<file path="config.mk">
export PLATFORM = sky130hd
export DESIGN_NAME = gnss_ascii_position_extractor
export DESIGN_NICKNAME = d
export VERILOG_FILES = /design/src/sv/gape_pkg.sv /design/src/sv/gape_scale.sv /design/src/sv/gnss_ascii_position_extractor.sv
export VERILOG_INCLUDE_DIRS = /design/src /design/src/sv
export SDC_FILE = /design/constraint.sdc
export NUM_CORES = 2
export LEC_CHECK = 0
export ABC_AREA = 1
export BUFFER_PORTS_ARGS = -buffer_cell sky130_fd_sc_hd__clkbuf_2
export CORE_AREA = 2 2 400 402
export DETAILED_ROUTE_END_ITERATION = 7
export DIE_AREA = 0 0 402 404
export GPL_ROUTABILITY_DRIVEN = 0
export GPL_TIMING_DRIVEN = 1
export PLACE_DENSITY = 0.55
export SYNTH_ARGS = -nofsm -noshare
export SYNTH_HDL_FRONTEND = slang
export SYNTH_SLANG_ARGS = --single-unit
</file>
<file path="constraint.sdc">
create_clock -name clock -period 20.3 [get_ports clock]
set_input_delay 2.03 -clock clock [delete_from_list [all_inputs] [get_ports clock]]
set_output_delay 2.03 -clock clock [all_outputs]
set_load 0.02 [all_outputs]
</file>
<file path="src/sv/assert_macros.svh">
// assertion macros included by the top level rtl file
`ifndef ASSERT_MACROS_SVH
`define ASSERT_MACROS_SVH

// check a property at every rising edge, held off while reset is high
`define ASSERT_SYNC(name, clk, rst, prop, msg) \
   name: assert property (@(posedge clk) disable iff (rst) prop) else $error(msg);

// check a property at every rising edge, reset included
`define ASSERT_ALWAYS(name, clk, prop, msg) \
   name: assert property (@(posedge clk) prop) else $error(msg);

`endif

</file>
<file path="src/sv/gape_pkg.sv">
// shared constants, types and tables of the gnss ascii position extractor
package gape_pkg;

   // fraction digits of the fixed point results (0 to 6)
   localparam int FRAC_DIGITS = 4;

   localparam int VAL_W      = 48;
   localparam int ACC_W      = 47;
   localparam int WIDE_W     = ACC_W + 4;
   localparam int POW_W      = 20;
   localparam int FRAC_CNT_W = 3;

   localparam logic [ACC_W-1:0] MAG_MAX = 47'd99999999999999;
   localparam longint ONE_FX = 10 ** FRAC_DIGITS;
   localparam logic signed [VAL_W-1:0] MINUS_ONE = VAL_W'(-ONE_FX);

   // characters of the log stream
   localparam logic [7:0] CH_HASH  = 8'h23;
   localparam logic [7:0] CH_B     = 8'h42;
   localparam logic [7:0] CH_CR    = 8'h0D;
   localparam logic [7:0] CH_LF    = 8'h0A;
   localparam logic [7:0] CH_SEMI  = 8'h3B;
   localparam logic [7:0] CH_COMMA = 8'h2C;
   localparam logic [7:0] CH_PLUS  = 8'h2B;
   localparam logic [7:0] CH_MINUS = 8'h2D;
   localparam logic [7:0] CH_DOT   = 8'h2E;
   localparam logic [7:0] CH_0     = 8'h30;
   localparam logic [7:0] CH_9     = 8'h39;

   // number being converted, handed to the scaling unit
   typedef struct packed {
      logic [ACC_W-1:0]      mag;
      logic [FRAC_CNT_W-1:0] frac_cnt;
      logic                  neg;
      logic                  nonempty;
   } conv_req_type;

   // one result transfer
   typedef struct packed {
      logic signed [VAL_W-1:0] northing;
      logic signed [VAL_W-1:0] easting;
      logic signed [VAL_W-1:0] height;
      logic                    short_frame;
   } rsp_type;

   // ten to the power k
   function automatic logic [POW_W-1:0] pow10_of(input logic [FRAC_CNT_W-1:0] k);
      logic [POW_W-1:0] p;
      unique case (k)
         3'd0:    p = 20'd1;
         3'd1:    p = 20'd10;
         3'd2:    p = 20'd100;
         3'd3:    p = 20'd1000;
         3'd4:    p = 20'd10000;
         3'd5:    p = 20'd100000;
         3'd6:    p = 20'd1000000;
         default: p = 20'd1;
      endcase
      return p;
   endfunction

   // largest magnitude that can be scaled by ten to the k without saturating
   function automatic logic [ACC_W-1:0] sat_lim_of(input logic [FRAC_CNT_W-1:0] k);
      logic [ACC_W-1:0] l;
      unique case (k)
         3'd0:    l = 47'd99999999999999;
         3'd1:    l = 47'd9999999999999;
         3'd2:    l = 47'd999999999999;
         3'd3:    l = 47'd99999999999;
         3'd4:    l = 47'd9999999999;
         3'd5:    l = 47'd999999999;
         3'd6:    l = 47'd99999999;
         default: l = 47'd99999999999999;
      endcase
      return l;
   endfunction

endpackage

</file>
<file path="src/sv/gape_scale.sv">
// pads the missing fraction digits, saturates and applies the sign; an empty field gives minus one
module gape_scale
   import gape_pkg::*;
(
   input  conv_req_type            conv_req,
   output logic signed [VAL_W-1:0] value
);

   logic [FRAC_CNT_W-1:0]  pad_cnt;
   logic [ACC_W+POW_W-1:0] mag_wide;
   logic [ACC_W+POW_W-1:0] prod;
   logic [ACC_W-1:0]       mag_sc;
   logic [VAL_W-1:0]       mag_ext;

   assign pad_cnt  = FRAC_CNT_W'(FRAC_DIGITS) - conv_req.frac_cnt;
   assign mag_wide = {{POW_W{1'b0}}, conv_req.mag};

   // scaling by a fixed power of ten, each arm a constant shift-add
   always_comb begin
      unique case (pad_cnt)
         3'd0:    prod = mag_wide;
         3'd1:    prod = mag_wide * 67'd10;
         3'd2:    prod = mag_wide * 67'd100;
         3'd3:    prod = mag_wide * 67'd1000;
         3'd4:    prod = mag_wide * 67'd10000;
         3'd5:    prod = mag_wide * 67'd100000;
         3'd6:    prod = mag_wide * 67'd1000000;
         default: prod = mag_wide;
      endcase
   end

   assign mag_sc  = (conv_req.mag > sat_lim_of(pad_cnt)) ? MAG_MAX : prod[ACC_W-1:0];
   assign mag_ext = {1'b0, mag_sc};

   always_comb begin
      if (!conv_req.nonempty) begin
         value = MINUS_ONE;
      end else if (conv_req.neg) begin
         value = VAL_W'(0) - mag_ext;
      end else begin
         value = mag_ext;
      end
   end

endmodule

</file>
<file path="src/sv/gnss_ascii_position_extractor.sv">
// top level: frame tracker, decimal conversion and result buffering
// a result is registered on the transfer of the LF that closes a frame, into the skid slot if one waits
// throughput: one byte per cycle when not stalled; the byte's whole update fits between the state and result regs
// a two-deep result buffer keeps bytes flowing while one result waits to be taken
// input stalls only while both result slots are full
// reset (synchronous, active high) returns to hunting for the frame start, buffers empty
`include "assert_macros.svh"

module gnss_ascii_position_extractor
   import gape_pkg::*;
(
   input  logic                    clock,
   input  logic                    reset,
   input  logic                    req_valid,
   output logic                    req_stall,
   input  logic [7:0]              req_rx_byte,
   output logic                    rsp_valid,
   input  logic                    rsp_stall,
   output logic signed [VAL_W-1:0] rsp_northing_fx,
   output logic signed [VAL_W-1:0] rsp_easting_fx,
   output logic signed [VAL_W-1:0] rsp_height_fx,
   output logic                    rsp_short_frame
);

   typedef enum logic [1:0] {
      PH_HUNT,
      PH_HASH,
      PH_FRAME
   } phase_type;

   typedef struct packed {
      logic nonempty;
      logic neg;
      logic point;
      logic stop;
   } num_flags_type;

   // frame tracking state
   phase_type               phase_ff,     phase_in;
   logic                    last_cr_ff,   last_cr_in;
   logic                    past_semi_ff, past_semi_in;
   logic [2:0]              field_num_ff, field_num_in;
   // number being converted
   logic [ACC_W-1:0]        acc_ff,       acc_in;
   num_flags_type           flags_ff,     flags_in;
   logic [FRAC_CNT_W-1:0]   frac_cnt_ff,  frac_cnt_in;
   // values of fields 4, 5 and 6 of the current frame
   logic signed [VAL_W-1:0] held_ff [3];
   logic signed [VAL_W-1:0] held_in [3];
   logic                    seen_ff,      seen_in;
   // result register and skid slot
   logic                    rsp_valid_ff, rsp_valid_in;
   rsp_type                 rsp_ff,       rsp_in;
   logic                    skid_valid_ff, skid_valid_in;
   rsp_type                 skid_ff,      skid_in;

   logic                    accept;
   logic                    out_take;
   logic                    emit;
   logic                    clear_all;
   logic                    clear_num;
   logic [7:0]              ch;

   // feed path: the current byte taken as number text
   logic                    is_digit;
   logic [3:0]              digit;
   logic [WIDE_W-1:0]       acc_wide;
   logic [WIDE_W-1:0]       times_ten;
   logic [ACC_W-1:0]        pushed;
   logic [ACC_W-1:0]        feed_acc;
   num_flags_type           feed_flags;
   logic [FRAC_CNT_W-1:0]   feed_frac_cnt;

   // finish path: the field closed by a comma or by the frame end
   conv_req_type            conv_req;
   logic signed [VAL_W-1:0] conv_value;
   logic signed [VAL_W-1:0] fin_held [3];
   logic                    fin_seen;
   logic                    field_hit;
   logic [1:0]              slot;
   rsp_type                 new_rsp;

   assign ch        = req_rx_byte;
   assign accept    = req_valid && !req_stall;
   assign out_take  = rsp_valid_ff && !rsp_stall;
   assign req_stall = skid_valid_ff;

   // one decimal digit into the accumulator, saturating
   assign is_digit  = (ch >= CH_0) && (ch <= CH_9);
   assign digit     = 4'(ch - CH_0);
   assign acc_wide  = {4'b0, acc_ff};
   assign times_ten = (acc_wide << 3) + (acc_wide << 1) + WIDE_W'(digit);
   assign pushed    = (times_ten > WIDE_W'(MAG_MAX)) ? MAG_MAX : times_ten[ACC_W-1:0];

   always_comb begin
      feed_acc          = acc_ff;
      feed_flags        = flags_ff;
      feed_frac_cnt     = frac_cnt_ff;
      feed_flags.nonempty = 1'b1;
      if (!flags_ff.stop) begin
         // a sign counts only as the first character of a field
         priority if (!flags_ff.nonempty && (ch == CH_PLUS || ch == CH_MINUS)) begin
            if (ch == CH_MINUS) begin
               feed_flags.neg = 1'b1;
            end
         end else if (is_digit) begin
            if (!flags_ff.point) begin
               feed_acc = pushed;
            end else if (frac_cnt_ff < FRAC_CNT_W'(FRAC_DIGITS)) begin
               feed_acc      = pushed;
               feed_frac_cnt = frac_cnt_ff + FRAC_CNT_W'(1);
            end
         end else if (ch == CH_DOT && !flags_ff.point) begin
            feed_flags.point = 1'b1;
         end else begin
            // any other character ends the conversion
            feed_flags.stop = 1'b1;
         end
      end
   end

   // a closing LF is itself field text, so the field is never empty then
   assign conv_req.mag      = acc_ff;
   assign conv_req.frac_cnt = frac_cnt_ff;
   assign conv_req.neg      = flags_ff.neg;
   assign conv_req.nonempty = flags_ff.nonempty || (ch == CH_LF);

   gape_scale u_scale (
      .conv_req (conv_req),
      .value    (conv_value)
   );

   // fields 4 to 6 land in slots 0 to 2
   assign field_hit = (field_num_ff >= 3'd4) && (field_num_ff <= 3'd6);
   assign slot      = field_num_ff[1:0];

   always_comb begin
      fin_held = held_ff;
      fin_seen = seen_ff;
      if (field_hit) begin
         fin_held[slot] = conv_value;
         if (field_num_ff == 3'd6) begin
            fin_seen = 1'b1;
         end
      end
   end

   assign new_rsp.northing    = fin_held[0];
   assign new_rsp.easting     = fin_held[1];
   assign new_rsp.height      = fin_held[2];
   assign new_rsp.short_frame = !fin_seen;

   // frame tracking and field bookkeeping
   always_comb begin
      phase_in     = phase_ff;
      last_cr_in   = last_cr_ff;
      past_semi_in = past_semi_ff;
      field_num_in = field_num_ff;
      acc_in       = acc_ff;
      flags_in     = flags_ff;
      frac_cnt_in  = frac_cnt_ff;
      held_in      = held_ff;
      seen_in      = seen_ff;
      emit         = 1'b0;
      clear_all    = 1'b0;
      clear_num    = 1'b0;

      if (accept) begin
         unique case (phase_ff)
            PH_HUNT: begin
               if (ch == CH_HASH) begin
                  phase_in = PH_HASH;
               end
            end
            PH_HASH: begin
               // a repeated hash keeps waiting for the B
               if (ch == CH_B) begin
                  phase_in     = PH_FRAME;
                  last_cr_in   = 1'b0;
                  past_semi_in = 1'b0;
                  clear_all    = 1'b1;
               end else if (ch != CH_HASH) begin
                  phase_in = PH_HUNT;
               end
            end
            PH_FRAME: begin
               if (ch == CH_SEMI && !past_semi_ff) begin
                  // first semicolon restarts the field count
                  past_semi_in = 1'b1;
                  clear_all    = 1'b1;
               end else if (ch == CH_COMMA) begin
                  held_in      = fin_held;
                  seen_in      = fin_seen;
                  field_num_in = (field_num_ff == 3'd7) ? field_num_ff : field_num_ff + 3'd1;
                  clear_num    = 1'b1;
               end else begin
                  acc_in      = feed_acc;
                  flags_in    = feed_flags;
                  frac_cnt_in = feed_frac_cnt;
               end
               if (ch == CH_LF && last_cr_ff) begin
                  // cr lf closes the frame and sends the result
                  emit         = 1'b1;
                  phase_in     = PH_HUNT;
                  last_cr_in   = 1'b0;
                  past_semi_in = 1'b0;
                  clear_all    = 1'b1;
               end else begin
                  last_cr_in = (ch == CH_CR);
               end
            end
            default: begin
               phase_in = PH_HUNT;
            end
         endcase
      end

      if (clear_all) begin
         field_num_in = 3'd0;
         seen_in      = 1'b0;
         for (int i = 0; i < 3; i++) begin
            held_in[i] = MINUS_ONE;
         end
         clear_num = 1'b1;
      end
      if (clear_num) begin
         acc_in      = '0;
         flags_in    = '0;
         frac_cnt_in = '0;
      end
   end

   // result register with a skid slot behind it
   always_comb begin
      rsp_valid_in  = rsp_valid_ff;
      rsp_in        = rsp_ff;
      skid_valid_in = skid_valid_ff;
      skid_in       = skid_ff;
      if (skid_valid_ff) begin
         // input is stalled here, so no new result can arrive
         if (out_take) begin
            rsp_in        = skid_ff;
            skid_valid_in = 1'b0;
         end
      end else if (!rsp_valid_ff || out_take) begin
         rsp_valid_in = emit;
         if (emit) begin
            rsp_in = new_rsp;
         end
      end else if (emit) begin
         skid_in       = new_rsp;
         skid_valid_in = 1'b1;
      end
   end

   always_ff @(posedge clock) begin
      if (reset) begin
         phase_ff      <= PH_HUNT;
         last_cr_ff    <= 1'b0;
         past_semi_ff  <= 1'b0;
         field_num_ff  <= 3'd0;
         acc_ff        <= '0;
         flags_ff      <= '0;
         frac_cnt_ff   <= '0;
         seen_ff       <= 1'b0;
         for (int i = 0; i < 3; i++) begin
            held_ff[i] <= MINUS_ONE;
         end
         rsp_valid_ff  <= 1'b0;
         skid_valid_ff <= 1'b0;
      end else begin
         phase_ff      <= phase_in;
         last_cr_ff    <= last_cr_in;
         past_semi_ff  <= past_semi_in;
         field_num_ff  <= field_num_in;
         acc_ff        <= acc_in;
         flags_ff      <= flags_in;
         frac_cnt_ff   <= frac_cnt_in;
         seen_ff       <= seen_in;
         held_ff       <= held_in;
         rsp_valid_ff  <= rsp_valid_in;
         skid_valid_ff <= skid_valid_in;
      end
      // payload needs no reset
      rsp_ff  <= rsp_in;
      skid_ff <= skid_in;
   end

   assign rsp_valid       = rsp_valid_ff;
   assign rsp_northing_fx = rsp_ff.northing;
   assign rsp_easting_fx  = rsp_ff.easting;
   assign rsp_height_fx   = rsp_ff.height;
   assign rsp_short_frame = rsp_ff.short_frame;

   // skid slot only fills behind a waiting result
   `ASSERT_SYNC(a_skid_behind_rsp, clock, reset, skid_valid_ff |-> rsp_valid_ff, "skid full while result register empty")
   // a new result follows the transfer of an LF
   `ASSERT_SYNC(a_rsp_after_lf, clock, reset, $rose(rsp_valid_ff) |-> $past(accept && (ch == CH_LF)), "result without closing LF")
   // outside a frame the field bookkeeping stays cleared
   `ASSERT_SYNC(a_idle_fields_clear, clock, reset, (phase_ff != PH_FRAME) |-> ((field_num_ff == 3'd0) && !seen_ff && !flags_ff.nonempty), "field state not cleared outside a frame")
   // the fraction count never passes the number of fraction digits
   `ASSERT_ALWAYS(a_frac_cnt_range, clock, reset || (frac_cnt_ff <= FRAC_CNT_W'(FRAC_DIGITS)), "fraction count out of range")

endmodule
</file>
==> metrics.txt <==
Overflow after GRT=0; initial antenna violation count=10; Core Region=approximately 160000 sq um; violated checks=design-rule violations; Reg power frac=0.476; Final setup viols=0; Post-Layout Cell Count=11.3k; commonest register cell after synthesis=edfxtp_1; Yosys reg bits=498; largest net degree at the start of global routing=between 100 and 150; post-synth cell types=around 70; Syn Nets=just over 10k; Post-Place Worst Slack=around 12 ns; worst vdd rail ir drop=0.0000667 V; Layout Nets=10.2k; fin. max-slew vios=0; Final Hold Vio Count=0; final wirelength=between 200000 and 300000 microns; Rel. slew slack=0.140; Worst-path clk slew=approximately 0.06 ns; critical path class=flop to flop; Final TNS setup=0 ns; PortBufs=about 160; Largest stage delay, worst path=around 0.84 ns; Comb pwr share=0.048; initial detailed-routing violation count=about 7.0k; CP startpoint kind=flop; P&R area growth vs syn=8.13%; hold_buf cts=0; overall global routing resource usage=0.332; clock skew after layout=about 0.042 ns; final instance area=67900 sq um; ys async rst share=0; die width=402 microns; commonest cells after routing, fill and taps aside=nand2_1, inv_1, nor2_1, nand3_1, ha_1; Total Die Area=between 150000 and 200000 sq um; FMAX=0.113 GHz; fin crit share=0.436; via/cell ratio=5.45; crit-path most repeated cell=nand2_1; post-DP HPWL=~230000 microns; vias=roughly 61k; Sw Pwr=524 uW; CP endpoint kind=flop; Post-Syn Area per Cell=6.96 sq um; RSZ-0062 raised after global routing=no; initial core utilization=0.398; status=finished, violations left; clock buffer count from CTS=57; Pint=1700 uW; leakage power=0.0365 uW; Die Height=a little over 400 microns; Ports=about 160; Setup WS post-layout=~11 ns; setup bufs post-CTS=0; residual DRC count=12; slowest library cell on the worst path=dfxtp_1; Seq/Total Area, Yosys=0.205; Critical Path Fanout Max=11; CTS tree=done; worst skew pair latency=0.66 ns; H-tree depth=2; FP Rows=146; PD cells=around 33 nW/um^2; Layout Utilization=0.430; first-pass GRT wire length=a little under 400000 microns; number of flops mapped to enable cells by yosys=290; routed len/inst=24.5 microns; clock sink count=approximately 500; clk root buf=clkbuf_16; synthesized cell area=~63000 sq um; first-pass iteration count of the detailed router=8; Tmin final=just under 9 ns; Crit path required time=just over 20 ns; cells after synthesis=around 9.0k; Clk pwr share=0.477; Routed Antenna Nets=0; CTS Buffer Depth=3; Worst Hold Class=flop to flop; worst slew pin tran=roughly 1.3 ns; post-CTS sizing=0; cell family with most CP delay=adder cells; Synth warnings=0; Worst EP arrival=between 9 and 10 ns; vias in the first global route=~58k; worst path bufs/invs=4; share of layout cells above drive strength 1=0.0705; most common cell after layout, fill and taps aside=nand2_1; placed insts=11.2k; max-cap viol count=0; placed cell area=between 60000 and 70000 sq um; Switching Fraction=0.236
## power by group through the flow
stage                     clock network, uW  logic [uW]  registers (uW)
after floorplan                           0        66.4            1080
after global placement                    0         103            1080
after detailed placement                  0         103            1080
after CTS                              1080         103            1060
after global routing                   1110         113            1060
final                                  1060         106            1060
## cell families after synthesis
logic type / after synthesis / synth area share
compound gates: 975 / 0.0882
xor+xnor: 84 / 0.0124
fa+ha+maj: 1060 / 0.271
buf+inv: 2225 / 0.135
flops: 498 / 0.205
simple gates: 4177 / 0.288
## registers in the layout, summed over array words and instances (netlist names), 2 cells and up
name             cells
frac_cnt_ff          3
skid_ff            145
rsp_northing_fx     48
field_num_ff         3
rsp_easting_fx      48
held_ff            144
acc_ff              47
flags_ff             3
phase_ff             2
rsp_height_fx       48
## layout make-up
type,count,area (sq um)
Sequential cell,498,12900
Tap cell,2072,2590
Multi-Input combinational cell,6296,41400
Clock inverter,24,300
Timing Repair Buffer,222,1280
Inverter,2064,7760
Fill cell,16567,90000
Antenna cell,4,10.0
Clock buffer,83,1610
## routing by layer
layer | global-route usage | wire length (microns)
met1 | 0.426 | 109000
met2 | 0.483 | 112000
met3 | 0.113 | 35100
met4 | 0.190 | 19700
met5 | 0 | 66
## cells in the mapped netlist, types with 13 or more instances
library cell	number	area share
o21ai_2	18	0.0025
xor2_1	52	0.0073
nor2_2	40	0.0040
o21bai_1	38	0.0045
and2_1	16	0.0016
dfxtp_1	208	0.066
o21ai_0	296	0.024
clkbuf_1	106	0.0063
nand2_2	50	0.0050
nand2_1	2328	0.14
buf_2	26	0.0021
o22ai_1	23	0.0023
nor3_1	47	0.0037
or2_2	91	0.0091
inv_2	24	0.0014
nand3_2	18	0.0029
a21oi_1	402	0.032
xnor2_1	26	0.0036
o21ai_1	86	0.0069
nand3_1	593	0.047
nor2_1	728	0.044
ha_1	557	0.11
a21o_1	13	0.0016
fa_1	503	0.16
nand4_1	138	0.014
a21oi_2	16	0.0022
inv_1	2033	0.12
nand3b_1	66	0.0079
edfxtp_1	290	0.14
## path summary, 6_finish.rpt
path | cells after the start | slack (ns) | endpoint | from
worst min-delay path | 2 | 0.45 | held_ff[99] | held_ff[99]
worst max-delay path | 28 | 11.45 | rsp_easting_fx[47] | acc_ff[21]
worst min register to register | 2 | 0.45 | held_ff[99] | held_ff[99]
worst max register to register | 28 | 11.45 | rsp_easting_fx[47] | acc_ff[21]
## tightest hold or removal path, cell delays in order (launching register included)
cell,delay (ns)
dfxtp_1,0.32
nand2_1,0.05
o21ai_0,0.05
## stage by stage
stage / hold slack (ns) / total power [uW]
finish: 0.455 / 2230
global route: 0.475 / 2280
CTS: 0.457 / 2240
detailed placement: 0.442 / 1180
global placement: 0.435 / 1180
floorplan: 0.423 / 1150
No activity file was read; power rests on OpenSTA's default activity.
